`src/rtl/ckl_pkg.sv`:
```
package ckl_pkg;

  localparam int CAPACITY_DEF = 10;

  localparam int NAME_BYTES = 29;
  localparam int KIND_BYTES = 19;
  localparam int NAME_BITS  = 8 * NAME_BYTES;
  localparam int KIND_BITS  = 8 * KIND_BYTES;

  localparam logic [1:0] REQ_INSERT = 2'd0;
  localparam logic [1:0] REQ_REMOVE = 2'd1;
  localparam logic [1:0] REQ_SEARCH = 2'd2;
  localparam logic [1:0] REQ_LIST   = 2'd3;

  localparam logic [2:0] ST_INSERTED = 3'd0;
  localparam logic [2:0] ST_FULL     = 3'd1;
  localparam logic [2:0] ST_REMOVED  = 3'd2;
  localparam logic [2:0] ST_EMPTY    = 3'd3;
  localparam logic [2:0] ST_NOTFOUND = 3'd4;
  localparam logic [2:0] ST_FOUND    = 3'd5;
  localparam logic [2:0] ST_LISTED   = 3'd6;

  typedef struct packed {
    logic [1:0]         req_type;
    logic [63:0]        name_a;
    logic [63:0]        name_b;
    logic [63:0]        name_c;
    logic [39:0]        name_d;
    logic [63:0]        kind_a;
    logic [63:0]        kind_b;
    logic [23:0]        kind_c;
    logic signed [31:0] amount;
  } in_req_t;

  typedef struct packed {
    logic [2:0]         status;
    logic [3:0]         slot;
    logic [63:0]        out_name_a;
    logic [63:0]        out_name_b;
    logic [63:0]        out_name_c;
    logic [39:0]        out_name_d;
    logic [63:0]        out_kind_a;
    logic [63:0]        out_kind_b;
    logic [23:0]        out_kind_c;
    logic signed [31:0] out_amount;
    logic               last;
  } out_res_t;

  // One table entry; byte 0 of each string sits in the lowest bits.
  typedef struct packed {
    logic [NAME_BITS-1:0] name;
    logic [KIND_BITS-1:0] kind;
    logic signed [31:0]   amount;
  } entry_t;

  typedef struct packed {
    logic load;
    logic rotate;
    logic compact;
  } cell_ctrl_t;

  // Every byte after the first NUL is forced to zero.
  function automatic logic [NAME_BITS-1:0] clean_name(input logic [NAME_BITS-1:0] v);
    logic [NAME_BITS-1:0] res;
    logic                 ended;
    logic [7:0]           b;
    res   = '0;
    ended = 1'b0;
    for (int k = 0; k < NAME_BYTES; k++) begin
      b = v[8*k +: 8];
      if (ended) b = 8'h00;
      if (b == 8'h00) ended = 1'b1;
      res[8*k +: 8] = b;
    end
    return res;
  endfunction

  function automatic logic [KIND_BITS-1:0] clean_kind(input logic [KIND_BITS-1:0] v);
    logic [KIND_BITS-1:0] res;
    logic                 ended;
    logic [7:0]           b;
    res   = '0;
    ended = 1'b0;
    for (int k = 0; k < KIND_BYTES; k++) begin
      b = v[8*k +: 8];
      if (ended) b = 8'h00;
      if (b == 8'h00) ended = 1'b1;
      res[8*k +: 8] = b;
    end
    return res;
  endfunction

endpackage

```
`src/rtl/ckl_cell.sv`:
```
module ckl_cell #(
  parameter int CNT_W = 4,
  parameter int IDX   = 0
) (
  input  logic                clk,
  input  ckl_pkg::cell_ctrl_t ctrl,
  input  logic [CNT_W-1:0]    tgt,
  input  ckl_pkg::entry_t     load_d,
  input  ckl_pkg::entry_t     nbr_d,
  output ckl_pkg::entry_t     q
);

  localparam logic [CNT_W-1:0] MY_IDX = CNT_W'(IDX);

  ckl_pkg::entry_t q_r;
  logic            load_en;
  logic            shift_en;

  // A cell takes its neighbor's entry on a rotate step, or when a removal
  // closes the gap at or below it.
  assign load_en  = ctrl.load && (tgt == MY_IDX);
  assign shift_en = ctrl.rotate || (ctrl.compact && (MY_IDX >= tgt));

  always_ff @(posedge clk) begin
    if (load_en) begin
      q_r <= load_d;
    end else if (shift_en) begin
      q_r <= nbr_d;
    end
  end

  assign q = q_r;

endmodule

```
`config.mk`:
```
export PLATFORM = sky130hd
export DESIGN_NAME = ckl_cell
export DESIGN_NICKNAME = d
export VERILOG_FILES = /design/src/rtl/ckl_pkg.sv /design/src/rtl/ckl_cell.sv
export SDC_FILE = /design/constraint.sdc
export NUM_CORES = 1
export LEC_CHECK = 0
export BUFFER_PORTS_ARGS = -buffer_cell sky130_fd_sc_hd__buf_2
export CAP_MARGIN = 0
export CORE_AREA = 4 4 494 496
export CTS_CLUSTER_DIAMETER = 120
export CTS_CLUSTER_SIZE = 8
export DETAILED_ROUTE_END_ITERATION = 12
export DIE_AREA = 0 0 498 500
export PLACE_DENSITY = 0.35
export SYNTH_ARGS = -nofsm -noshare
export SYNTH_HDL_FRONTEND = slang
export SYNTH_SLANG_ARGS = --single-unit
```
`constraint.sdc`:
```
create_clock -name clk -period 11.5 [get_ports clk]
set_input_delay 1.15 -clock clk [delete_from_list [all_inputs] [get_ports clk]]
set_output_delay 1.15 -clock clk [all_outputs]
set_load 0.01 [all_outputs]
```
; Word level (Yosys, flattened, before mapping)
; Cells that the tools add are included.
[totals]
elab_cells = 11
register_bits = 416
[op_classes]
muxes = 2
n_lt_le_gt_ge = 1
reduce_logical = 5
[ops]
columns = operator, n
row1 = $mux 416, 2
row2 = $ge 1x4->1 const A, 1
row3 = $logic_not 4->1, 1
row4 = $logic_and 1x1->1, 2
row5 = $reduce_bool 2->1, 1
row6 = $logic_or 1x1->1, 1

; Depth between registers and ports, before layout
[depth]
depth_word = 5
mapped_depth = 6

; Worst setup path before layout
; Ideal clock, no wire load.
[synth_timing]
path_type = input port to flip-flop
start = in ctrl[1] (netlist name)
end = reg q_r (netlist bit q[0]), enable pin
path_slack_ns = -0.429
t_arrival_ns = 11.072
stages = 1
path_buffers = 0
cell_sequence = nand2b_1
[synth_via]
elab_chain_cells = 2
[synth_lines]
columns = item, line_no
row1 = from (decl), ckl_cell.sv:6  ; input ckl_pkg::cell_ctrl_t ctrl,
row2 = $logic_or 1x1->1, ckl_cell.sv:22  ; assign shift_en = ctrl.rotate || (ctrl.compact && (MY_IDX >= tgt));
row3 = $reduce_bool 2->1 (no line), -
row4 = to (signal assigned), ckl_cell.sv:26  ; q_r <= load_d;
row5 = to (signal assigned), ckl_cell.sv:28  ; q_r <= nbr_d;
row6 = to (decl), ckl_cell.sv:15  ; ckl_pkg::entry_t q_r;
; Every way passes these cells.
; A chain may end at the register's enable or synchronous reset.

; Final worst setup path
[layout_timing]
start = in tgt[1]
end = reg q_r (netlist bit q[54]), enable pin
[layout_via]
elab_chain_cells = 4
[layout_lines]
columns = item, line_no
row1 = from (decl), ckl_cell.sv:7  ; input logic [CNT_W-1:0] tgt,
row2 = $ge 1x4->1, ckl_cell.sv:22
row3 = $logic_and 1x1->1, ckl_cell.sv:22
row4 = $logic_or 1x1->1, ckl_cell.sv:22
row5 = $reduce_bool 2->1 (no line) (*), -
; Mark *: on every way between the ends. The rest lies on a longest branch, timed or not.

==> Implementation_results.wiki <==
{| class="wikitable"
! Metric !! Value
|-
| Result of the run || finished, final reports clean
|-
| CTS Root Buffer Type || sky130_fd_sc_hd__clkbuf_16
|-
| DR iter-0 viols || 633
|-
| CP Cell Sequence || buf_2 > nor4_2 > o21ai_0 > nand2b_4 > buf_4 > buf_12
|-
| Total Routing Usage GR || 9.30%
|-
| Total count of hold-check failures in the final report || 0
|-
| Area of the multi-input gates || 0.00548 mm2
|-
| Top-level port count || 1,256
|-
| Arrival time at the worst endpoint || 4.42 ns
|-
| Max capacitance violation total || 0
|-
| Antenna Nets Post-Route || 0
|-
| Critical path's largest stage delay || about 0.68 ns
|-
| Critical Path Fanout Max || 124
|-
| Ys flop type || sky130_fd_sc_hd__edfxtp_1
|-
| Die height || 500 um
|-
| Area inside the core boundary || 0.240 mm2
|-
| P_sw || about 1.2 mW
|-
| Overall routed net length || approximately 120,000 um
|-
| Clock-pin slew on the worst setup and hold paths || 0.05 ns
|-
| Average cell area after synthesis || 20.8 um2
|-
| Category of the most critical setup path || input port to register
|-
| Post-CTS Setup Inserts || 0
|-
| Slew Limit Fails || 0
|-
| Max transition margin || between 10% and 20%
|-
| Initial antenna violation count || 41
|-
| Sort of element at the end of the critical path || register
|-
| Share of power burned in the clock network || 38.3%
|-
| Cell area after placement || 0.0284 mm2
|-
| Total negative setup slack || 0 ns
|-
| Number of setup violations in the final report || 0
|-
| Required time at the endpoint of the critical path || 11.79 ns
|-
| Crit path buffers/inverters || 3
|-
| Initial cell density of the core || 7.66%
|-
| Share of total power consumed by net switching || 27.9%
|-
| Cell Rows || 180
|-
| Internal power consumption || between 3 and 4 mW
|-
| Routability Congestion || 0.926
|-
| Static leakage || 12.7 nW
|-
| Setup repair after global routing missed its margin || no
|-
| Slew of the pin with the lowest slew margin || 1.22 ns
|-
| Top cells by instance count after synthesis || sky130_fd_sc_hd__edfxtp_1 (416), sky130_fd_sc_hd__mux2_2 (216), sky130_fd_sc_hd__mux2_4 (200), sky130_fd_sc_hd__buf_6 (27), sky130_fd_sc_hd__buf_2 (18)
|-
| Maximum clock insertion buffer count || 3
|-
| Number of nets produced by synthesis || 1,722
|-
| Number of flip-flops under the largest register name || 416
|-
| Startpoint type of the worst setup path || input port
|-
| Number of register bits inferred by synthesis || approximately 420
|-
| Port Buf Inserts || 1,255
|-
| CTS hold repair buffers || 0
|-
| Routed WL per cell || 22.7 um
|-
| Library cell with the highest instance count after synthesis || sky130_fd_sc_hd__edfxtp_1
|-
| Post-DR vias/cell || 2.56
|-
| Routed via count || between 10,000 and 15,000
|-
| Gate count after technology mapping || 882
|-
| TritonCTS sink count || 416
|-
| Maximum vdd drop || 0.121 mV
|-
| Number of nets at the end of the flow || 2,999
|-
| Maximum clock rate || about 240 MHz
|-
| Number of remaining DRC errors || 0
|-
| Unique masters post-synth || 10
|-
| Largest net degree at the start of global routing || 142
|-
| Synth area leaders || sky130_fd_sc_hd__edfxtp_1 (68%), sky130_fd_sc_hd__mux2_4 (16%), sky130_fd_sc_hd__mux2_2 (13%), sky130_fd_sc_hd__buf_6 (1.7%), sky130_fd_sc_hd__buf_2 (0.49%)
|-
| Post-route fraction of the period consumed by the critical path || 35.9%
|-
| Fraction of layout instances using a drive strength above 1 || around 81%
|-
| Final cell area excluding filler cells || 0.0299 mm2
|-
| Hold Crit Class || input port to register
|-
| Number of search-and-repair iterations in the first detailed-routing pass || 4
|-
| Asr flop ratio synth || 0%
|-
| Via count of the first global-routing pass || roughly 15,000
|-
| Remaining global-route overflow || 0
|-
| Area growth from synthesis to layout || 63.0%
|-
| Die width || 498 um
|-
| PostCTS Resize Cnt || 0
|-
| Post-layout power || ~4.2 mW
|-
| Number of H-tree levels || 2
|-
| Slowest-stage cell, CP || sky130_fd_sc_hd__nor4_2
|-
| Area leader, netlist || sky130_fd_sc_hd__edfxtp_1
|-
| Part of the power in registers || 45.7%
|-
| Share of the synthesized area in the top cell type || just under 70%
|-
| Minimum period implied by the final worst setup slack || just over 4 ns
|-
| EDFF count, synth || around 420
|-
| Largest delay contributor family on the critical path || simple AND/OR/NAND/NOR gates
|-
| Register area share after synthesis || 68.1%
|-
| Overall die area || 0.249 mm2
|-
| CTS tree || done
|-
| Global-route wire length before repair || roughly 150,000 um
|-
| Final HPWL from detailed placement || 104,000 um
|-
| Clock buffer count from CTS || 58
|-
| Filler cells || 27,300
|-
| Synthesis warning total || 0
|-
| Total power per unit cell area || approximately 140 mW/mm2
|-
| Cell area after technology mapping || 0.0184 mm2
|-
| Storage cell area || 0.0125 mm2
|-
| Combinational group share of total power || 16.0%
|}
[kinds of logic (layout without fill, tap and decap cells)]
| family | count (synthesis) | in the layout | share of synthesized area [%] |
|---|---|---|---|
| DFF | 416 | 416 | 68.1 |
| buffers and inverters | 46 | 1326 | 2.17 |
| and+or+nand+nor | 3 | 3 | 0.123 |
| muxes | 416 | 416 | 29.6 |
| other | 0 | 11 | 0 |
| AOI/OAI and AO/OA | 1 | 1 | 0.0272 |
[layer usage]
layer  wire, um  global-route usage [%]  up-vias
met5         34                       0        -
met4       3960                    2.94        4
met3      15300                    4.95      152
met2      60100                    16.5      929
met1      42000                    9.34     6604
li1           -                       -     6031
[cells in the final DEF, fill, tap and decap left out]
| cell type | instances |
|---|---|
| sky130_fd_sc_hd__buf_12 | 6 |
| sky130_fd_sc_hd__buf_2 | 1255 |
| sky130_fd_sc_hd__buf_4 | 2 |
| sky130_fd_sc_hd__clkbuf_16 | 59 |
| sky130_fd_sc_hd__clkinv_2 | 1 |
| sky130_fd_sc_hd__clkinvlp_4 | 1 |
| sky130_fd_sc_hd__diode_2 | 11 |
| sky130_fd_sc_hd__edfxtp_1 | 416 |
| sky130_fd_sc_hd__inv_16 | 1 |
| sky130_fd_sc_hd__inv_6 | 1 |
| sky130_fd_sc_hd__mux2_2 | 216 |
| sky130_fd_sc_hd__mux2_4 | 200 |
| sky130_fd_sc_hd__nand2_4 | 1 |
| sky130_fd_sc_hd__nand2b_4 | 1 |
| sky130_fd_sc_hd__nor4_2 | 1 |
| sky130_fd_sc_hd__o21ai_0 | 1 |
[power groups by stage]
stage	combinational (mW)	clock, mW	sequential (mW)
3_5_place_dp	0.697	0	1.94
3_3_place_gp	0.702	0	1.95
5_1_grt	0.726	1.74	1.92
6_report	0.668	1.60	1.91
4_1_cts	0.700	1.70	1.92
2_1_floorplan	0.142	0	2.00
[area by class of cell]
type / count / area share (%)
sequential: 416 / 41.8
timing repair buffer: 1263 / 21.4
multi-input combinational: 420 / 18.3
tap: 3185 / 13.3
clock buffer: 59 / 4.94
clock inverter: 4 / 0.138
antenna: 11 / 0.0920
[through the flow]
step | utilization (%) | hold slack, ns | instances | worst slack [ns]
after CTS | 12.5 | 0.659 | 5347 | 7.30
after global routing | 12.5 | 0.699 | 5354 | 7.12
after detailed placement | 11.8 | 1.45 | 5284 | 6.52
after floorplan | - | 1.37 | 882 | 4.38
final | 12.5 | 0.774 | 5358 | 7.37
after global placement | 11.8 | 1.45 | 5284 | 6.46
[path summary, 6_finish.rpt]
kind	from	end	slack [ns]	cells after the start
max	tgt[1]	q[54]	7.37	6
min	load_d[347]	q[347]	0.77	2
(Power assumes the default switching activity.)
